## config.mk

```make
export PLATFORM = sky130hd
export DESIGN_NAME = ethernet_dns_fragment_drop_filter
export DESIGN_NICKNAME = d
export VERILOG_FILES = /design/src/sv/edfd_pkg.sv /design/src/sv/ethernet_dns_fragment_drop_filter.sv /design/src/sv/edfd_parser.sv
export SDC_FILE = /design/constraint.sdc
export NUM_CORES = 1
export LEC_CHECK = 0
export BUFFER_PORTS_ARGS = -buffer_cell sky130_fd_sc_hd__buf_4
export CORE_MARGIN = 5
export CORE_UTILIZATION = 63
export CTS_BUF_LIST = sky130_fd_sc_hd__clkbuf_8
export DETAILED_ROUTE_END_ITERATION = 12
export PLACE_DENSITY = 0.82
export SLEW_MARGIN = 15
export SYNTH_ARGS = -nofsm -noshare
export SYNTH_HDL_FRONTEND = slang
export SYNTH_HIERARCHICAL = 1
export SYNTH_SLANG_ARGS = --single-unit
```

## constraint.sdc

```tcl
create_clock -name clock -period 5.15 [get_ports clock]
set_clock_uncertainty 0.2 [all_clocks]
set_input_delay 0.7725 -clock clock [delete_from_list [all_inputs] [get_ports clock]]
set_output_delay 0.7725 -clock clock [all_outputs]
set_load 0.01 [all_outputs]
```

## src/sv/edfd_pkg.sv

```systemverilog
package edfd_pkg;

   localparam int unsigned MAX_TAGS = 2;
   localparam int unsigned TAG_W = (MAX_TAGS > 2) ? 3 : 2;

   localparam int unsigned POS_W = 7;
   localparam int unsigned START_W = 5;
   localparam int unsigned LEN_W = POS_W + 1;

   localparam logic [POS_W-1:0] POS_MAX = 7'd127;

   localparam logic [START_W-1:0] ETH_HDR_LEN = 5'd14;
   localparam logic [START_W-1:0] TAG_LEN = 5'd4;
   localparam logic [LEN_W-1:0] IPV4_MIN_TAIL = 8'd28;
   localparam logic [LEN_W-1:0] IPV6_MIN_TAIL = 8'd48;

   localparam logic [15:0] ETYPE_VLAN = 16'h8100;
   localparam logic [15:0] ETYPE_QINQ = 16'h88A8;
   localparam logic [15:0] ETYPE_IPV4 = 16'h0800;
   localparam logic [15:0] ETYPE_IPV6 = 16'h86DD;

   localparam logic [7:0] PROTO_UDP = 8'd17;
   localparam logic [7:0] MF_AND_OFFSET_HI = 8'h3F;
   localparam logic [7:0] HOST_BROADCAST = 8'd255;
   localparam logic [7:0] HOST_NETWORK = 8'd0;

   localparam logic [POS_W-1:0] V4_FRAG_HI_OFS = 7'd6;
   localparam logic [POS_W-1:0] V4_FRAG_LO_OFS = 7'd7;
   localparam logic [POS_W-1:0] V4_PROTO_OFS = 7'd9;
   localparam logic [POS_W-1:0] V4_HOST_OFS = 7'd19;
   localparam logic [POS_W-1:0] V4_UDP_OFS = 7'd20;
   localparam logic [POS_W-1:0] V6_NEXT_OFS = 7'd6;
   localparam logic [POS_W-1:0] V6_UDP_OFS = 7'd40;

   localparam logic [15:0] BLOCKED_PORT_RESET = 16'd53;

   typedef enum logic [1:0] {
      KIND_NONE  = 2'd0,
      KIND_V4    = 2'd1,
      KIND_V6    = 2'd2,
      KIND_OTHER = 2'd3
   } kind_type;

   typedef struct packed {
      logic       valid;
      logic [7:0] data;
      logic       last;
   } byte_event_type;

endpackage

```

## src/sv/ethernet_dns_fragment_drop_filter.sv

```systemverilog
// Frame filter taking one byte per cycle. Each byte transfer goes into an input
// register, is parsed against the frame state from there, and on the final byte
// the pass/drop verdict lands in the result register. The block sustains one
// byte per cycle; bytes that are not final keep flowing while a verdict waits
// to be taken, and only a final byte stalls behind an untaken verdict. Write
// csr_wr_data with csr_wr_en while no frame is in flight; the blocked port
// resets to 53.
module ethernet_dns_fragment_drop_filter (
   input  logic        clock,
   input  logic        reset,
   input  logic        req_valid,
   output logic        req_stall,
   input  logic [7:0]  req_packet_byte,
   input  logic        req_last_byte,
   output logic        rsp_valid,
   input  logic        rsp_stall,
   output logic        rsp_drop,
   input  logic        csr_wr_en,
   input  logic [15:0] csr_wr_data
);
   import edfd_pkg::*;

   logic           in_valid_ff, in_valid_in;
   logic [7:0]     in_byte_ff;
   logic           in_last_ff;
   logic           rsp_valid_ff, rsp_valid_in;
   logic           rsp_drop_ff;
   logic [15:0]    blocked_port_ff;
   logic           out_free;
   logic           take;
   logic           verdict;
   byte_event_type ev;

   assign out_free    = !rsp_valid_ff || !rsp_stall;
   assign take        = in_valid_ff && (!in_last_ff || out_free);
   assign req_stall   = in_valid_ff && !take;
   assign in_valid_in = req_stall ? in_valid_ff : req_valid;

   always_comb begin
      priority if (take && in_last_ff) begin
         rsp_valid_in = 1'b1;
      end else if (!rsp_stall) begin
         rsp_valid_in = 1'b0;
      end else begin
         rsp_valid_in = rsp_valid_ff;
      end
   end

   assign ev = '{valid: take, data: in_byte_ff, last: in_last_ff};

   edfd_parser u_parser (
      .clock        (clock),
      .reset        (reset),
      .ev           (ev),
      .blocked_port (blocked_port_ff),
      .drop         (verdict)
   );

   always_ff @(posedge clock) begin
      if (reset) begin
         in_valid_ff     <= 1'b0;
         rsp_valid_ff    <= 1'b0;
         blocked_port_ff <= BLOCKED_PORT_RESET;
      end else begin
         in_valid_ff  <= in_valid_in;
         rsp_valid_ff <= rsp_valid_in;
         if (csr_wr_en) blocked_port_ff <= csr_wr_data;
      end
   end

   // hold payload while stalled
   always_ff @(posedge clock) begin
      if (!req_stall) begin
         in_byte_ff <= req_packet_byte;
         in_last_ff <= req_last_byte;
      end
      if (take && in_last_ff) rsp_drop_ff <= verdict;
   end

   assign rsp_valid = rsp_valid_ff;
   assign rsp_drop  = rsp_drop_ff;

endmodule

```

## src/sv/edfd_parser.sv

```systemverilog
module edfd_parser (
   input  logic                    clock,
   input  logic                    reset,
   input  edfd_pkg::byte_event_type ev,
   input  logic [15:0]             blocked_port,
   output logic                    drop
);
   import edfd_pkg::*;

   logic [POS_W-1:0]   pos_ff, pos_in;
   logic [15:0]        etype_ff, etype_in;
   logic [TAG_W-1:0]   tags_ff, tags_in;
   kind_type           kind_ff, kind_in;
   logic [START_W-1:0] start_ff, start_in;
   logic [7:0]         host_ff, host_in;
   logic               frag_ff, frag_in;
   logic [7:0]         proto_ff, proto_in;
   logic [15:0]        sport_ff, sport_in;
   logic [15:0]        dport_ff, dport_in;

   logic [POS_W-1:0]   rel;
   logic [POS_W-1:0]   udp_base;
   logic [LEN_W-1:0]   len;
   logic               port_hit;

   // next frame state for this byte
   always_comb begin
      etype_in = {etype_ff[7:0], ev.data};
      tags_in  = tags_ff;
      kind_in  = kind_ff;
      start_in = start_ff;
      host_in  = host_ff;
      frag_in  = frag_ff;
      proto_in = proto_ff;
      sport_in = sport_ff;
      dport_in = dport_ff;
      rel      = pos_ff - POS_W'(start_ff);
      udp_base = (kind_ff == KIND_V4) ? V4_UDP_OFS : V6_UDP_OFS;

      if (kind_ff == KIND_NONE) begin
         if (({1'b0, pos_ff} + LEN_W'(1)) == LEN_W'(start_ff)) begin
            priority if (((etype_in == ETYPE_VLAN) || (etype_in == ETYPE_QINQ))
                         && (tags_ff < TAG_W'(MAX_TAGS))) begin
               tags_in  = tags_ff + TAG_W'(1);
               start_in = start_ff + TAG_LEN;
            end else if (etype_in == ETYPE_IPV4) begin
               kind_in = KIND_V4;
            end else if (etype_in == ETYPE_IPV6) begin
               kind_in = KIND_V6;
            end else begin
               kind_in = KIND_OTHER;
            end
         end
      end else if (pos_ff >= POS_W'(start_ff)) begin
         if (kind_ff == KIND_V4) begin
            if (rel == V4_FRAG_HI_OFS) frag_in = |(ev.data & MF_AND_OFFSET_HI);
            if (rel == V4_FRAG_LO_OFS) frag_in = frag_ff | (|ev.data);
            if (rel == V4_PROTO_OFS)   proto_in = ev.data;
            if (rel == V4_HOST_OFS)    host_in = ev.data;
         end
         if ((kind_ff == KIND_V6) && (rel == V6_NEXT_OFS)) proto_in = ev.data;
         if ((kind_ff == KIND_V4) || (kind_ff == KIND_V6)) begin
            if (rel == udp_base)               sport_in = {ev.data, sport_ff[7:0]};
            if (rel == udp_base + POS_W'(1))   sport_in = {sport_ff[15:8], ev.data};
            if (rel == udp_base + POS_W'(2))   dport_in = {ev.data, dport_ff[7:0]};
            if (rel == udp_base + POS_W'(3))   dport_in = {dport_ff[15:8], ev.data};
         end
      end
   end

   // verdict on the state after this byte
   always_comb begin
      len      = {1'b0, pos_ff} + LEN_W'(1);
      port_hit = (proto_in == PROTO_UDP) &&
                 ((sport_in == blocked_port) || (dport_in == blocked_port));
      drop     = 1'b0;
      unique case (kind_in)
         KIND_V4: begin
            if (len >= LEN_W'(start_in) + IPV4_MIN_TAIL) begin
               drop = (host_in == HOST_NETWORK) || (host_in == HOST_BROADCAST) ||
                      frag_in || port_hit;
            end
         end
         KIND_V6: begin
            if (len >= LEN_W'(start_in) + IPV6_MIN_TAIL) begin
               drop = port_hit;
            end
         end
         default: drop = 1'b0;
      endcase
   end

   always_ff @(posedge clock) begin
      if (reset || (ev.valid && ev.last)) begin
         pos_ff   <= '0;
         etype_ff <= '0;
         tags_ff  <= '0;
         kind_ff  <= KIND_NONE;
         start_ff <= ETH_HDR_LEN;
         host_ff  <= '0;
         frag_ff  <= 1'b0;
         proto_ff <= '0;
         sport_ff <= '0;
         dport_ff <= '0;
      end else if (ev.valid) begin
         pos_ff   <= pos_in;
         etype_ff <= etype_in;
         tags_ff  <= tags_in;
         kind_ff  <= kind_in;
         start_ff <= start_in;
         host_ff  <= host_in;
         frag_ff  <= frag_in;
         proto_ff <= proto_in;
         sport_ff <= sport_in;
         dport_ff <= dport_in;
      end
   end

   assign pos_in = (pos_ff < POS_MAX) ? pos_ff + POS_W'(1) : pos_ff;

endmodule

```

Yosys cells after proc, flatten, opt, wreduce, memory -nomap -nowiden
Cells that the tools add are included.
- equality and inequality tests: 22
- add/subtract/negate cells: 10
- bitwise operators: 1
- multiplexer cells: 38
- order comparisons: 5
- reduce and logical (&&, ||, !) cells: 25
- operators by type and width (kind ; count):
    two-way mux 16 bit ; 10
    two-way mux 8 bit ; 9
    equality test 16 bit (second input constant) ; 3
    equality test 16 bit ; 2
    equality test 7 bit ; 4
    equality test 16 x 12 -> 1 bit (second input constant) ; 1
    greater-or-equal comparator 8 bit ; 2
    two-way mux 5 bit ; 3
    adder 7 x 1 -> 7 bit (second input constant) ; 2
    adder 7 x 2 -> 7 bit (second input constant) ; 2
    equality test 7 x 3 -> 1 bit (second input constant) ; 2
    two-way mux 1 bit ; 10
    logical OR 1 bit ; 9
    adder 7 x 1 -> 8 bit (second input constant) ; 1
    equality test 8 x 5 -> 1 bit ; 1
    equality test 8 x 5 -> 1 bit (second input constant) ; 1
    equality test 8 bit (second input constant) ; 1
    zero test 8 bit ; 1
    two-way mux 2 bit ; 4
    OR reduction 8 bit ; 1
    adder 5 x 6 -> 7 bit (second input constant) ; 1
    equality test 7 x 4 -> 1 bit (second input constant) ; 1
    equality test 7 x 5 -> 1 bit (second input constant) ; 1
    greater-or-equal comparator 7 x 5 -> 1 bit ; 1
    other kinds (18) ; 28
- flip-flop bits (word level): 101
- output and inout port bits: 3
- word-level logic and storage cells: 117
- input bits: 30

Logic depth before layout (Yosys ltp)
Gate-level depths: netlist (run 1).
- depth in word-level cells: 15
- gate-level depth with buffers: 20
- depth with buffers taken out: 19

By module
Netlist (run 1), hierarchy kept.
- modules (own cells, without submodules) (module ; area each (µm²) ; cells each ; times used ; seq. area each (µm²)):
    edfd_parser ; 4743.3 ; 575 ; 1 ; 1421.4
    ethernet_dns_fragment_drop_filter ; 977.2 ; 74 ; 1 ; 660.6

Worst setup path after synthesis (run 1)
Ideal clock, no wire load.
- kind: register -> register
- from: register u_parser.pos_ff[1]
- to: register rsp_drop_ff, in the netlist rsp_drop (data pin)
- stages on the path, launching flop included: 20
- setup slack: 1060 ps
- path buffers: 1
- data arrival time: 3627 ps
- data required time: 4686 ps
- setup time: 264 ps
- cells stage by stage: dfxtp_1 -> ha_1 -> buf_2 -> xor2_1 -> xnor2_1 -> or3_1 -> nor3_2 -> nand2_1 -> mux2i_1 -> ha_1 -> xor2_1 -> ha_1 -> a21oi_1 -> nand2_1 -> a211o_1 -> a22o_1 -> nand3b_1 -> a2111oi_0 -> nand4_1 -> nand3_1
- elaborated cells between the ends (all ways): 60
- RTL lines (element ; line ; source):
    from (decl) ; edfd_parser.sv:10 ; logic [POS_W-1:0] pos_ff, pos_in;
    from (signal assigned) ; edfd_parser.sv:106 ; pos_ff <= pos_in;
    adder 7 x 1 -> 8 bit (*) ; edfd_parser.sv:73 ; len = {1'b0, pos_ff} + LEN_W'(1);
    named net u_parser.len[2] ; edfd_parser.sv:23 ; logic [LEN_W-1:0] len;
    equality test 8 x 5 -> 1 bit ; edfd_parser.sv:41 ; if (({1'b0, pos_ff} + LEN_W'(1)) == LEN_W'(start_ff)) begin
    two-way mux 5 bit ; edfd_parser.sv:41 ;
    two-way mux 5 bit ; edfd_parser.sv:40 ; if (kind_ff == KIND_NONE) begin
    adder 5 x 6 -> 7 bit or adder 5 x 5 -> 6 bit (tied branches) ; edfd_parser.sv:85, edfd_parser.sv:79 ;
    greater-or-equal comparator 8 bit (on tied branches) ; edfd_parser.sv:85, edfd_parser.sv:79 ;
    two-way mux 1 bit (on tied branches) ; edfd_parser.sv:85, edfd_parser.sv:79 ;
    case mux 1 bit (2 select lines) (*) ; edfd_parser.sv:77 ; unique case (kind_in)
    named net verdict ; ethernet_dns_fragment_drop_filter.sv:31 ; logic verdict;
    to (signal assigned) ; ethernet_dns_fragment_drop_filter.sv:77 ; if (take && in_last_ff) rsp_drop_ff <= verdict;
    to (decl) ; ethernet_dns_fragment_drop_filter.sv:27 ; logic rsp_drop_ff;
Mark *: on every way through the listed nets, which the timed path passes. The rest lies on a longest branch.
A chain may end at the register's enable or synchronous reset.

Worst setup path after layout (run 1)
Same ends and word-level chain as after synthesis.

==> out/qor.yml, run 1 <==
cp_cell_sequence: "ha_1, xor2_1, xnor2_1, or3_1, nor3_2, nand2_1, mux2i_1, ha_1, xor2_1, ha_1, a21oi_1, nand2_1, a211o_1, a22o_1, nand3b_1, a2111oi_0, nand4_1, nand3_1"
place_congestion: 0.935
timing.setup.critical_path_class: "flop to flop"
hold_viol_final: 0
post_synth_fa_ha_maj_area_fraction_pct: 5.60
dieHeight_um: 105
core_mm2: 0.00881
drcViolationCount: 0
synthToLayoutAreaGrowth_pct: 7.76
die-area_mm2: 0.0111
synth_compound_gate_area_share_pct: 13.4
slew_violations: 0
synth_simple_gate_area_share_pct: 19.8
vias: 4821
final_cycle_share_pct: 91.9
clock_tree.htree_level_count: 3
fraction_of_registers_with_async_set_or_reset_after_synthesis_pct: 0
timing.fmax_mhz: 211
postSynthCellCount: 649
critical_path.top_delay_family: "simple AND/OR/NAND/NOR gates"
syn-num-nets: 704
drt_iter0_markers: 394
critical-path-top-cell-by-count: "ha_1"
timing.max_slew.rel_slack_pct: 48.0
total_switching_power_mw: 0.428
postLayoutCellArea_mm2: 0.00616
avgSynthCellArea_um2: 8.81
worst_hold_margin_ns: 0.281
number_of_enable_flip_flop_cells_after_synthesis: 10
die_x_um: 105
crit_required_ns: 5.06
largest_buffer_count_on_any_clock_path: 2
post_cts_hold_buffer_count: 0
postRouteAntennaNets: 0
clock_tree_from_tritoncts: "built"
synth_top_family_by_area: "simple AND/OR/NAND/NOR gates"
grt_max_degree: 42
power.static_leakage_nw: 2.67
initial_utilization_pct: 65.0
multiplexer_share_of_the_synthesized_area_pct: 11.3
drive_gt1_share_pct: 11.9
post_synth_xor_area_fraction_pct: 7.46
critical_path.max_fanout: 10
gr-total-overflow: 0
boundaryPins: 33
grt_antenna_before_repair: 0
clock_power_share_pct: 34.1
totalWireLength_mm: 13.6
worst_ir_drop_vdd_v: 0.000196
grt_first_pass_wirelength_mm: 22.7
critical_path.max_stage_delay_ns: 0.47
yosysSeqAreaShare_pct: 36.4
num_antenna_cells: 0
num_rows: 34
placed_area_mm2: 0.00596
route.detailed.wl_per_inst_um: 17.5
power_density_mw_per_mm2: 243
timing.hold.worst.class: "flop to flop"
io_buffers: 32
final.setup.tns_ns: 0
cts_clk_pin_slew_worst_paths_ns: 0.11
netlist_area_mm2: 0.00572
yosys_register_bits: 99
clock_net_sink_count: 99
critPathLaunchType: "flop"
cell_internal_pwr_mw: 1.07
critPathSlowestCell: "dfxtp_1"
nFillCells: 689
numCtsBuffers: 9
clock_tree.root_cell: "clkbuf_8"
synth_top_flop_cell: "dfxtp_1"
worstPathBufferInverterCount: 0
setup_violations: 0
dp_hpwl_mm: 9.83
max_slew.worst_pin.slew_ns: 0.780
seq_power_share_pct: 54.7
worst_skew_pair.late_latency_ns: 0.37
p_comb_share_pct: 11.2
post-cts-setup-buffers: 0
cts-resized-gates: 0
grt_pass1_vias: 4582
swShare_pct: 28.5
rsz0062_at_grt: "false"
finalCriticalPeriod_ns: 4.73
final_layout_net_count: 715
ys_warn_count: 6
worst-endpoint-arrival_ns: 4.64
status: "finished clean"
end_kind: "flop"
vias_per_cell: 6.24
synthDistinctLibCells: 72
global_route.usage.total_pct: 24.9
drt_first_pass_iters: 5
max_cap_violations: 0
## area by class of cell
class	count	area [µm²]	area share [%]
Sequential cell	99	2080	33.8
Multi-Input combinational cell	473	3310	53.7
Tap cell	108	135	2.19
Inverter	37	139	2.25
Clock buffer	10	138	2.23
Clock inverter	6	62.6	1.01
Timing Repair Buffer	40	300	4.87
## routing by layer
metal | global-route usage (%) | vias up | wire length (µm)
li1 | - | 2299 | -
met1 | 34.3 | 2301 | 5900
met2 | 40.3 | 200 | 6390
met3 | 4.16 | 21 | 1020
met4 | 7.03 | 0 | 239
met5 | 0 | - | 0
## metrics by stage
step	total power [mW]	cells	utilization (%)	worst slack [ns]
2_1_floorplan	0.949	649	-	1.06
3_3_place_gp	0.998	757	67.7	0.708
3_5_place_dp	1.00	757	67.7	0.532
4_1_cts	1.51	773	70.0	0.475
5_1_grt	1.56	773	70.0	0.127
6_report	1.50	773	70.0	0.417
## cells in the mapped netlist (all sizes together), types with 9 or more instances
cell / count / area share [%]
a21oi: 38 / 3.3
buf: 17 / 2.1
clkbuf: 23 / 1.6
dfxtp: 89 / 31
edfxtp: 10 / 5.2
ha: 24 / 5.2
inv: 35 / 2.3
mux2i: 58 / 10
nand2: 29 / 1.9
nand3: 18 / 1.6
nand4: 17 / 1.9
nor2: 107 / 7.0
nor2b: 10 / 1.1
nor3: 9 / 1.1
xnor2: 31 / 5.0
xor2: 16 / 2.4
## power by group through the flow
stage	clock network, mW	registers [mW]	logic [mW]
floorplan	0	0.829	0.121
global placement	0	0.838	0.161
detailed placement	0	0.838	0.165
CTS	0.524	0.821	0.166
global route	0.556	0.824	0.184
finish	0.512	0.821	0.168
## cell families after synthesis
family / count (synthesis)
AOI/OAI and AO/OA: 107
buffers and inverters: 77
DFF: 99
adders and majority gates: 25
and+or+nand+nor: 230
xor gates and xnor gates: 47
muxes: 64
## worst reg2reg max path, delay by kind of cell (launching register included)
kind,cells,cell delay [ns]
compound gates,4,0.80
xor+xnor,3,0.61
fa+ha+maj,3,0.94
flops,1,0.47
mux,1,0.35
simple gates,7,1.11
## flip-flops by register name (all words and copies together), names as in the netlist, 2 cells and up
register,flops
blocked_port_ff,16
in_byte_ff,8
u_parser/dport_ff,16
u_parser/etype_ff,8
u_parser/host_ff,8
u_parser/kind_ff,2
u_parser/pos_ff,7
u_parser/proto_ff,8
u_parser/sport_ff,16
u_parser/start_ff,3
u_parser/tags_ff,2
## cells in the final DEF (no fill, tap or decap), types with 5 or more instances in the layout
master	n
a211o_1	8
a211oi_1	5
a21oi_1	38
and3_1	5
buf_4	40
clkbuf_8	10
dfxtp_1	89
edfxtp_1	10
ha_1	24
inv_1	35
mux2i_1	58
nand2_1	29
nand3_1	18
nand4_1	17
nor2_1	107
nor2b_1	10
nor3_1	7
nor4b_1	5
o21ai_0	8
o22ai_1	5
xnor2_1	29
xor2_1	16
## worst paths after layout
kind | startpoint | endpoint | slack (ns) | cells past startpoint
worst min register to register | u_parser/host_ff[3] | u_parser/host_ff[3] | 0.28 | 2
worst min-delay path | u_parser/host_ff[3] | u_parser/host_ff[3] | 0.28 | 2
worst max-delay path | u_parser/pos_ff[1] | rsp_drop | 0.42 | 18
worst max register to register | u_parser/pos_ff[1] | rsp_drop | 0.42 | 18
Power figures use the tool's default switching activity.
==> run 2: changes to the inputs <==
--- a/config.mk
+++ b/config.mk
@@ -5,12 +5,13 @@
 export SDC_FILE = /design/constraint.sdc
 export NUM_CORES = 1
 export LEC_CHECK = 0
-export BUFFER_PORTS_ARGS = -buffer_cell sky130_fd_sc_hd__buf_4
+export BUFFER_PORTS_ARGS = -buffer_cell sky130_fd_sc_hd__clkbuf_2
 export CORE_MARGIN = 5
 export CORE_UTILIZATION = 63
 export CTS_BUF_LIST = sky130_fd_sc_hd__clkbuf_8
 export DETAILED_ROUTE_END_ITERATION = 12
 export PLACE_DENSITY = 0.82
+export RECOVER_POWER = 50
 export SLEW_MARGIN = 15
 export SYNTH_ARGS = -nofsm -noshare
 export SYNTH_HDL_FRONTEND = slang
==> run 2 against run 1 <==
  * The flow now finishes with violations (capacitance limit, slew limit)
  * Final area fell by 1.8%
  * Register-to-register slack got worse by 0.13 ns
  * Flip-flop and latch count did not move
  * Wire length barely moved
  * Largest power group unchanged
==> out/qor.yml, run 2 (same netlist as run 1, synthesis figures left out) <==
worst-endpoint-arrival_ns: 4.78  # +0.14 ns
final_cycle_share_pct: 94.5  # +2.6 points
largestRegisters: "blocked_port_ff x16, u_parser/dport_ff x16, u_parser/sport_ff x16"
route.detailed.wl_per_inst_um: 17.5  # about the same
num_rows: 34  # unchanged
cell_internal_pwr_mw: 1.05  # -2.5%
drt_first_pass_iters: 5  # unchanged
timing.hold.worst.class: "flop to flop"
holdPathStages: 2  # unchanged
clock_tree_from_tritoncts: "built"
largest_buffer_count_on_any_clock_path: 2  # unchanged
total_switching_power_mw: 0.421  # -1.7%
dp_hpwl_mm: 9.95  # +1.2%
clock_tree.root_cell: "clkbuf_8"
drcViolationCount: 0  # unchanged
layout.core_utilization_pct: 68.8  # -1.2 points
timing.setup.critical_path_class: "flop to flop"
global_route.usage.total_pct: 24.9  # +0.048 points
grt_antenna_before_repair: 0  # unchanged
cts-resized-gates: 0  # unchanged
die-area_mm2: 0.0111  # unchanged
drt_iter0_markers: 518  # +31%
numCtsBuffers: 9  # unchanged
hold_viol_final: 0  # unchanged
status: "finished, violations left"
power.total_mw: 1.47  # -2.3%
clock_power_share_pct: 32.9  # -1.2 points
gr-total-overflow: 0  # unchanged
worst_r2r_path_depth: 19  # +1
nFillCells: 722  # +4.8%
vias_per_cell: 6.16  # -1.2%
end_kind: "flop"
grt_max_degree: 52  # +24%
post-cts-setup-buffers: 0  # unchanged
final_layout_net_count: 715  # unchanged
timing.fmax_mhz: 206  # -2.7%
layout_common_cells: "nor2_1 (107), dfxtp_1 (89), mux2i_1 (58), a21oi_1 (38), inv_1 (36)"
power.static_leakage_nw: 2.61  # -2.0%
slew_violations: 85  # +85
postRouteAntennaNets: 0  # unchanged
timing.max_slew.rel_slack_pct: -13.2  # -61 points
worst_hold_margin_ns: 0.281  # +0.0000240 ns
finalCriticalPeriod_ns: 4.86  # +0.132 ns
rsz0062_at_grt: "false"
crit_required_ns: 5.06  # about the same
most_common_library_cell_in_the_layout_ignoring_fill_and_taps: "nor2_1"
cts_clk_pin_slew_worst_paths_ns: 0.11  # about the same
vias: 4762  # -1.2%
io_buffers: 32  # unchanged
totalWireLength_mm: 13.6  # about the same
setup_violations: 0  # unchanged
grt_pass1_vias: 4616  # +0.74%
worst_ir_drop_vdd_v: 0.000190  # -3.0%
place_congestion: 0.942  # +0.73%
final.setup.tns_ns: 0  # unchanged
place_ws_ns: 0.410  # -0.122 ns
post_cts_hold_buffer_count: 0  # unchanged
synthToLayoutAreaGrowth_pct: 5.86
p_comb_share_pct: 11.1  # about the same
violations: "capacitance limit, slew limit"
drive_gt1_share_pct: 10.5  # -1.4 points
num_antenna_cells: 0  # unchanged
multi_input_area_mm2: 0.00331  # about the same
initial_utilization_pct: 65.0  # unchanged
core_mm2: 0.00881  # unchanged
swShare_pct: 28.7  # +0.17 points
clock_tree.htree_level_count: 3  # unchanged
critPathLaunchType: "flop"
dieHeight_um: 105  # unchanged
worst_skew_pair.late_latency_ns: 0.37  # about the same
critical_path.max_fanout: 10  # unchanged
timing.final.ws_setup_ns: 0.285  # -0.132 ns
seq_power_share_pct: 56.0  # +1.3 points
power_density_mw_per_mm2: 242  # -0.54%
die_x_um: 105  # unchanged
combined_flip_flop_and_latch_cell_area_mm2: 0.00208  # unchanged
max_slew.worst_pin.slew_ns: 1.70  # +0.919 ns
boundaryPins: 33  # unchanged
max_cap_violations: 2  # +2
clock_net_sink_count: 99  # unchanged
grt_first_pass_wirelength_mm: 22.6  # -0.48%
## run 2: changes by cell type in the layout (fill, tap and decap cells not counted), sizes merged
| cell | previous run | this run |
|---|---|---|
| inv | 40 | 39 |
| clkbuf | 10 | 42 |
| buf | 40 | 7 |
| clkinvlp | 0 | 1 |
| clkinv | 3 | 4 |
## run 2: path summary, 6_finish.rpt
check | startpoint | to | slack, ns
min | u_parser/host_ff[5] | u_parser/host_ff[5] | 0.28
max reg2reg | u_parser/pos_ff[1] | rsp_drop | 0.29
min reg2reg | u_parser/host_ff[5] | u_parser/host_ff[5] | 0.28
max | u_parser/pos_ff[1] | rsp_drop | 0.29
## run 2: layer usage
| metal | wire length (µm) | track usage (%) |
|---|---|---|
| met1 | 6100 | 33.5 |
| met2 | 6210 | 39.9 |
| met3 | 882 | 5.20 |
| met4 | 369 | 8.62 |
| met5 | 0 | 0 |
## run 2: area by class of cell
cell class / instances / area share, %
inverter: 37 / 2.29
multi-input combinational: 473 / 54.6
tap: 108 / 2.23
sequential: 99 / 34.4
timing repair buffer: 40 / 3.45
clock inverter: 7 / 0.992
clock buffer: 9 / 2.05
## run 2: worst max-delay path, stage by stage (launching register included)
cell	delay [ns]
dfxtp_1	0.47
ha_1	0.48
nand3_1	0.16
xnor2_1	0.48
xnor2_1	0.18
nand2_1	0.11
nor3_2	0.18
nand2_1	0.16
mux2i_1	0.37
ha_1	0.23
xor2_1	0.17
ha_1	0.27
a21oi_1	0.15
nand2_1	0.06
a211o_1	0.31
a22o_1	0.24
nand3b_1	0.13
a2111oi_0	0.09
nand4_1	0.11
nand3_1	0.07
## run 2: power groups by stage
| stage | logic (mW) | registers [mW] | clock network [mW] |
|---|---|---|---|
| after floorplan | 0.121 | 0.829 | 0 |
| after global placement | 0.154 | 0.838 | 0 |
| after detailed placement | 0.160 | 0.839 | 0 |
| after CTS | 0.161 | 0.821 | 0.490 |
| after global routing | 0.178 | 0.824 | 0.531 |
| final | 0.162 | 0.821 | 0.483 |
## run 2: stage by stage
stage | std cells | area, µm²
after floorplan | 649 | 5720
after global placement | 757 | 5880
after detailed placement | 757 | 5880
after CTS | 773 | 6070
after global routing | 773 | 6060
final | 773 | 6060
==> run 3: changes to the inputs <==
--- a/config.mk
+++ b/config.mk
@@ -6,8 +6,10 @@
 export NUM_CORES = 1
 export LEC_CHECK = 0
 export BUFFER_PORTS_ARGS = -buffer_cell sky130_fd_sc_hd__clkbuf_2
+export CELL_PAD_IN_SITES_DETAIL_PLACEMENT = 1
+export CELL_PAD_IN_SITES_GLOBAL_PLACEMENT = 1
 export CORE_MARGIN = 5
-export CORE_UTILIZATION = 63
+export CORE_UTILIZATION = 48
 export CTS_BUF_LIST = sky130_fd_sc_hd__clkbuf_8
 export DETAILED_ROUTE_END_ITERATION = 12
 export PLACE_DENSITY = 0.82
@@ -15,5 +17,4 @@
 export SLEW_MARGIN = 15
 export SYNTH_ARGS = -nofsm -noshare
 export SYNTH_HDL_FRONTEND = slang
-export SYNTH_HIERARCHICAL = 1
 export SYNTH_SLANG_ARGS = --single-unit
==> run 3 against run 2 <==
  * The run still ends with capacitance limit, slew limit left
  * Register-to-register slack gained 0.12 ns
  * Sequential power shrank 0.6%
  * Utilization shrank 15 points
  * First-iteration DRC count shrank 35%
  * Global-route usage is essentially flat
  * Setup slack gained 0.12 ns
==> out/qor.yml, run 3 <==
holdPathStages: 2  # unchanged
power_density_mw_per_mm2: 245  # +1.2%
clock_tree.root_cell: "clkbuf_8"
drt_iter0_markers: 337  # -35%
slew_violations: 36  # -58%
yosysSeqAreaShare_pct: 36.5  # +0.15 points
violations: "capacitance limit, slew limit"
vias_per_cell: 6.02  # -2.4%
totalWireLength_mm: 17.4  # +28%
postRouteAntennaNets: 0  # unchanged
power.total_mw: 1.52  # +3.7%
crit_required_ns: 5.22  # +0.16 ns
num_antenna_cells: 0  # unchanged
synthTopCellsByCount: "dfxtp_1 (89), nor2_1 (88), nand2_1 (78)"
avgSynthCellArea_um2: 8.34  # -5.4%
numCtsBuffers: 9  # unchanged
timing.hold.worst.class: "flop to flop"
critical_path.max_fanout: 6  # -4
critical-path-top-cell-by-count: "ha_1"
timing.fmax_mhz: 211  # +2.6%
status: "finished, violations left"
largestRegisters: "blocked_port_ff x16, u_parser.dport_ff x16, u_parser.sport_ff x16"
fraction_of_registers_with_async_set_or_reset_after_synthesis_pct: 0  # unchanged
core_mm2: 0.0115  # +31%
ff2ff_setup_slack_ns: 0.41  # +0.12 ns
synthDistinctLibCells: 76  # +5.6%
final.setup.tns_ns: 0  # unchanged
syn-num-nets: 738  # +4.8%
postSynthCellCount: 683  # +5.2%
worst_skew_pair.late_latency_ns: 0.40  # +0.03 ns
gr-total-overflow: 0  # unchanged
global_route.usage.total_pct: 24.9  # +0.028 points
grt_first_pass_wirelength_mm: 28.2  # +25%
synth_area_leader_cell: "dfxtp_1"
drive_gt1_share_pct: 11.1  # +0.55 points
clock_tree.htree_level_count: 3  # unchanged
grt_max_degree: 38  # -27%
end_kind: "flop"
ys_warn_count: 0  # -6
clock_tree_from_tritoncts: "built"
vias: 5095  # +7.0%
cts_clk_pin_slew_worst_paths_ns: 0.11  # about the same
num_rows: 39  # +15%
clock_net_sink_count: 99  # unchanged
layout_common_cells: "nor2_1 (87), dfxtp_1 (87), nand2_1 (78), a21oi_1 (61), mux2i_1 (44)"
critical_path.max_stage_delay_ns: 0.40  # -0.08 ns
final_cycle_share_pct: 92.1  # -2.4 points
hold_end: "u_parser.etype_ff[4]"
die-area_mm2: 0.0141  # +28%
initial_utilization_pct: 49.5  # -15 points
regToRegStartpoint: "u_parser.pos_ff[0]"
final_layout_net_count: 754  # +5.5%
cp_cell_sequence: "ha_1, and3_1, and3_1, nand3_1, o21ai_1, nand3_1, nor2_4, mux2i_4, ha_1, xor2_1, ha_1, o21ai_0, nor2_1, nor2_1, a21bo_2, a21boi_0, a2111oi_2, buf_4, nor4b_1, o2111a_1, a31o_1"
regToRegEndpoint: "rsp_drop"
synthToLayoutAreaGrowth_pct: 8.96
io_buffers: 32  # unchanged
worst_ir_drop_vdd_v: 0.000248  # +30%
drcViolationCount: 0  # unchanged
worst_r2r_path_depth: 21  # +2
max_cap_violations: 1  # -1
netlist_top_cells_area: "dfxtp_1 (31%), mux2i_1 (7.9%), nor2_1 (5.8%)"
die_x_um: 119  # +13%
number_of_enable_flip_flop_cells_after_synthesis: 10  # unchanged
critPathSlowestCell: "dfxtp_2"
worst_hold_margin_ns: 0.264  # -0.0172 ns
dp_hpwl_mm: 12.7  # +28%
yosys_register_bits: 99  # unchanged
finalCriticalPeriod_ns: 4.74  # -0.123 ns
timing.setup.critical_path_class: "flop to flop"
synth_top_area_share_pct: 31.3  # +0.13 points
place_congestion: 0.862  # -8.5%
boundaryPins: 33  # unchanged
power.static_leakage_nw: 2.37  # -9.4%
drt_first_pass_iters: 5  # unchanged
hold_viol_final: 0  # unchanged
route.detailed.wl_per_inst_um: 20.5  # +17%
crit_path_start: "u_parser.pos_ff[0]"
worst-endpoint-arrival_ns: 4.82  # +0.04 ns
synth_top_flop_cell: "dfxtp_1"
setup_violations: 0  # unchanged
post-cts-setup-buffers: 0  # unchanged
post_cts_hold_buffer_count: 0  # unchanged
grt_pass1_vias: 5287  # +15%
critPathLaunchType: "flop"
grt_antenna_before_repair: 0  # unchanged
max_slew.worst_pin.slew_ns: 2.08  # +0.377 ns
dieHeight_um: 119  # +13%
largest_buffer_count_on_any_clock_path: 2  # unchanged
startpoint_of_the_worst_hold_path: "u_parser.etype_ff[4]"
timing.max_slew.rel_slack_pct: -38.4  # -25 points
netlist_area_mm2: 0.00570  # -0.42%
synth.most_common_cell: "dfxtp_1"
rsz0062_at_grt: "false"
## run 3: changes by cell type in the layout (fill, tap and decap cells not counted), moves of 4 or more
cell	delta
nand2_1	+49
a21oi_1	+23
nor2_1	-20
mux2i_1	-14
xnor2_1	-11
nand3_1	+10
nand4_1	-7
a211o_1	-6
clkbuf_1	+6
clkbuf_2	-6
buf_4	+5
nor2b_1	-4
## run 3: worst max path at each step
stage / endpoint / slack [ns] / cells past startpoint
floorplan: rsp_drop / 0.73 / 17
global placement: rsp_drop / 0.10 / 20
detailed placement: rsp_drop / -0.15 / 20
CTS: rsp_drop / 0.06 / 20
global route: rsp_drop / 0.02 / 20
finish: rsp_drop / 0.41 / 21
## run 3: what timing repair did
item	in CTS	in global routing
setup endpoints to repair	1	1
pin swaps	0	2
resized for setup	2	9
## run 3: layer usage
layer	part of all wire, %	wire length, µm	vias to the layer above	track usage, %
met4	1.2	211	0	5.50
met1	46	8040	2545	33.2
met2	49	8440	118	42.2
met5	0	0	-	0
li1	-	-	2413	-
met3	4.0	697	19	4.60
## run 3: final cells by class
cell class,count,area (µm²)
fill,1403,5310
multi-input combinational,509,3360
sequential,99,2080
timing repair buffer,45,239
tap,143,179
clock buffer,10,138
inverter,35,131
clock inverter,6,71.3
## run 3: cells by family after synthesis
kind of cell	count (synthesis)	share of synthesized area [%]
adder cells (fa/ha/maj)	25	5.62
buffers and inverters	75	5.10
flip-flops	99	36.5
AO/OA/AOI/OAI	133	16.2
multiplexers	49	8.76
XOR/XNOR	40	6.41
AND/OR/NAND/NOR	262	21.4
## run 3: stage by stage
stage / setup slack [ns] / cells / cell area (µm²) / util, %
finish: 0.408 / 847 / 6210 / 53.9
detailed placement: -0.149 / 831 / 5970 / 51.9
global placement: 0.103 / 831 / 5970 / 51.9
global route: 0.0165 / 847 / 6210 / 53.9
CTS: 0.0601 / 847 / 6190 / 53.7
floorplan: 0.728 / 683 / 5700 / -
## run 3: critical path: cells and delay by family, from the launching register on
family | cells | cell delay [ns]
compound gates | 7 | 1.31
mux | 1 | 0.30
simple gates | 8 | 1.44
fa+ha+maj | 3 | 0.61
flops | 1 | 0.40
xor+xnor | 1 | 0.17
buf+inv | 1 | 0.19
## run 3: power breakdown
part | internal (mW) | switching [mW]
combinational | 0.0542 | 0.100
clock | 0.243 | 0.308
sequential | 0.795 | 0.0209
total | 1.09 | 0.430
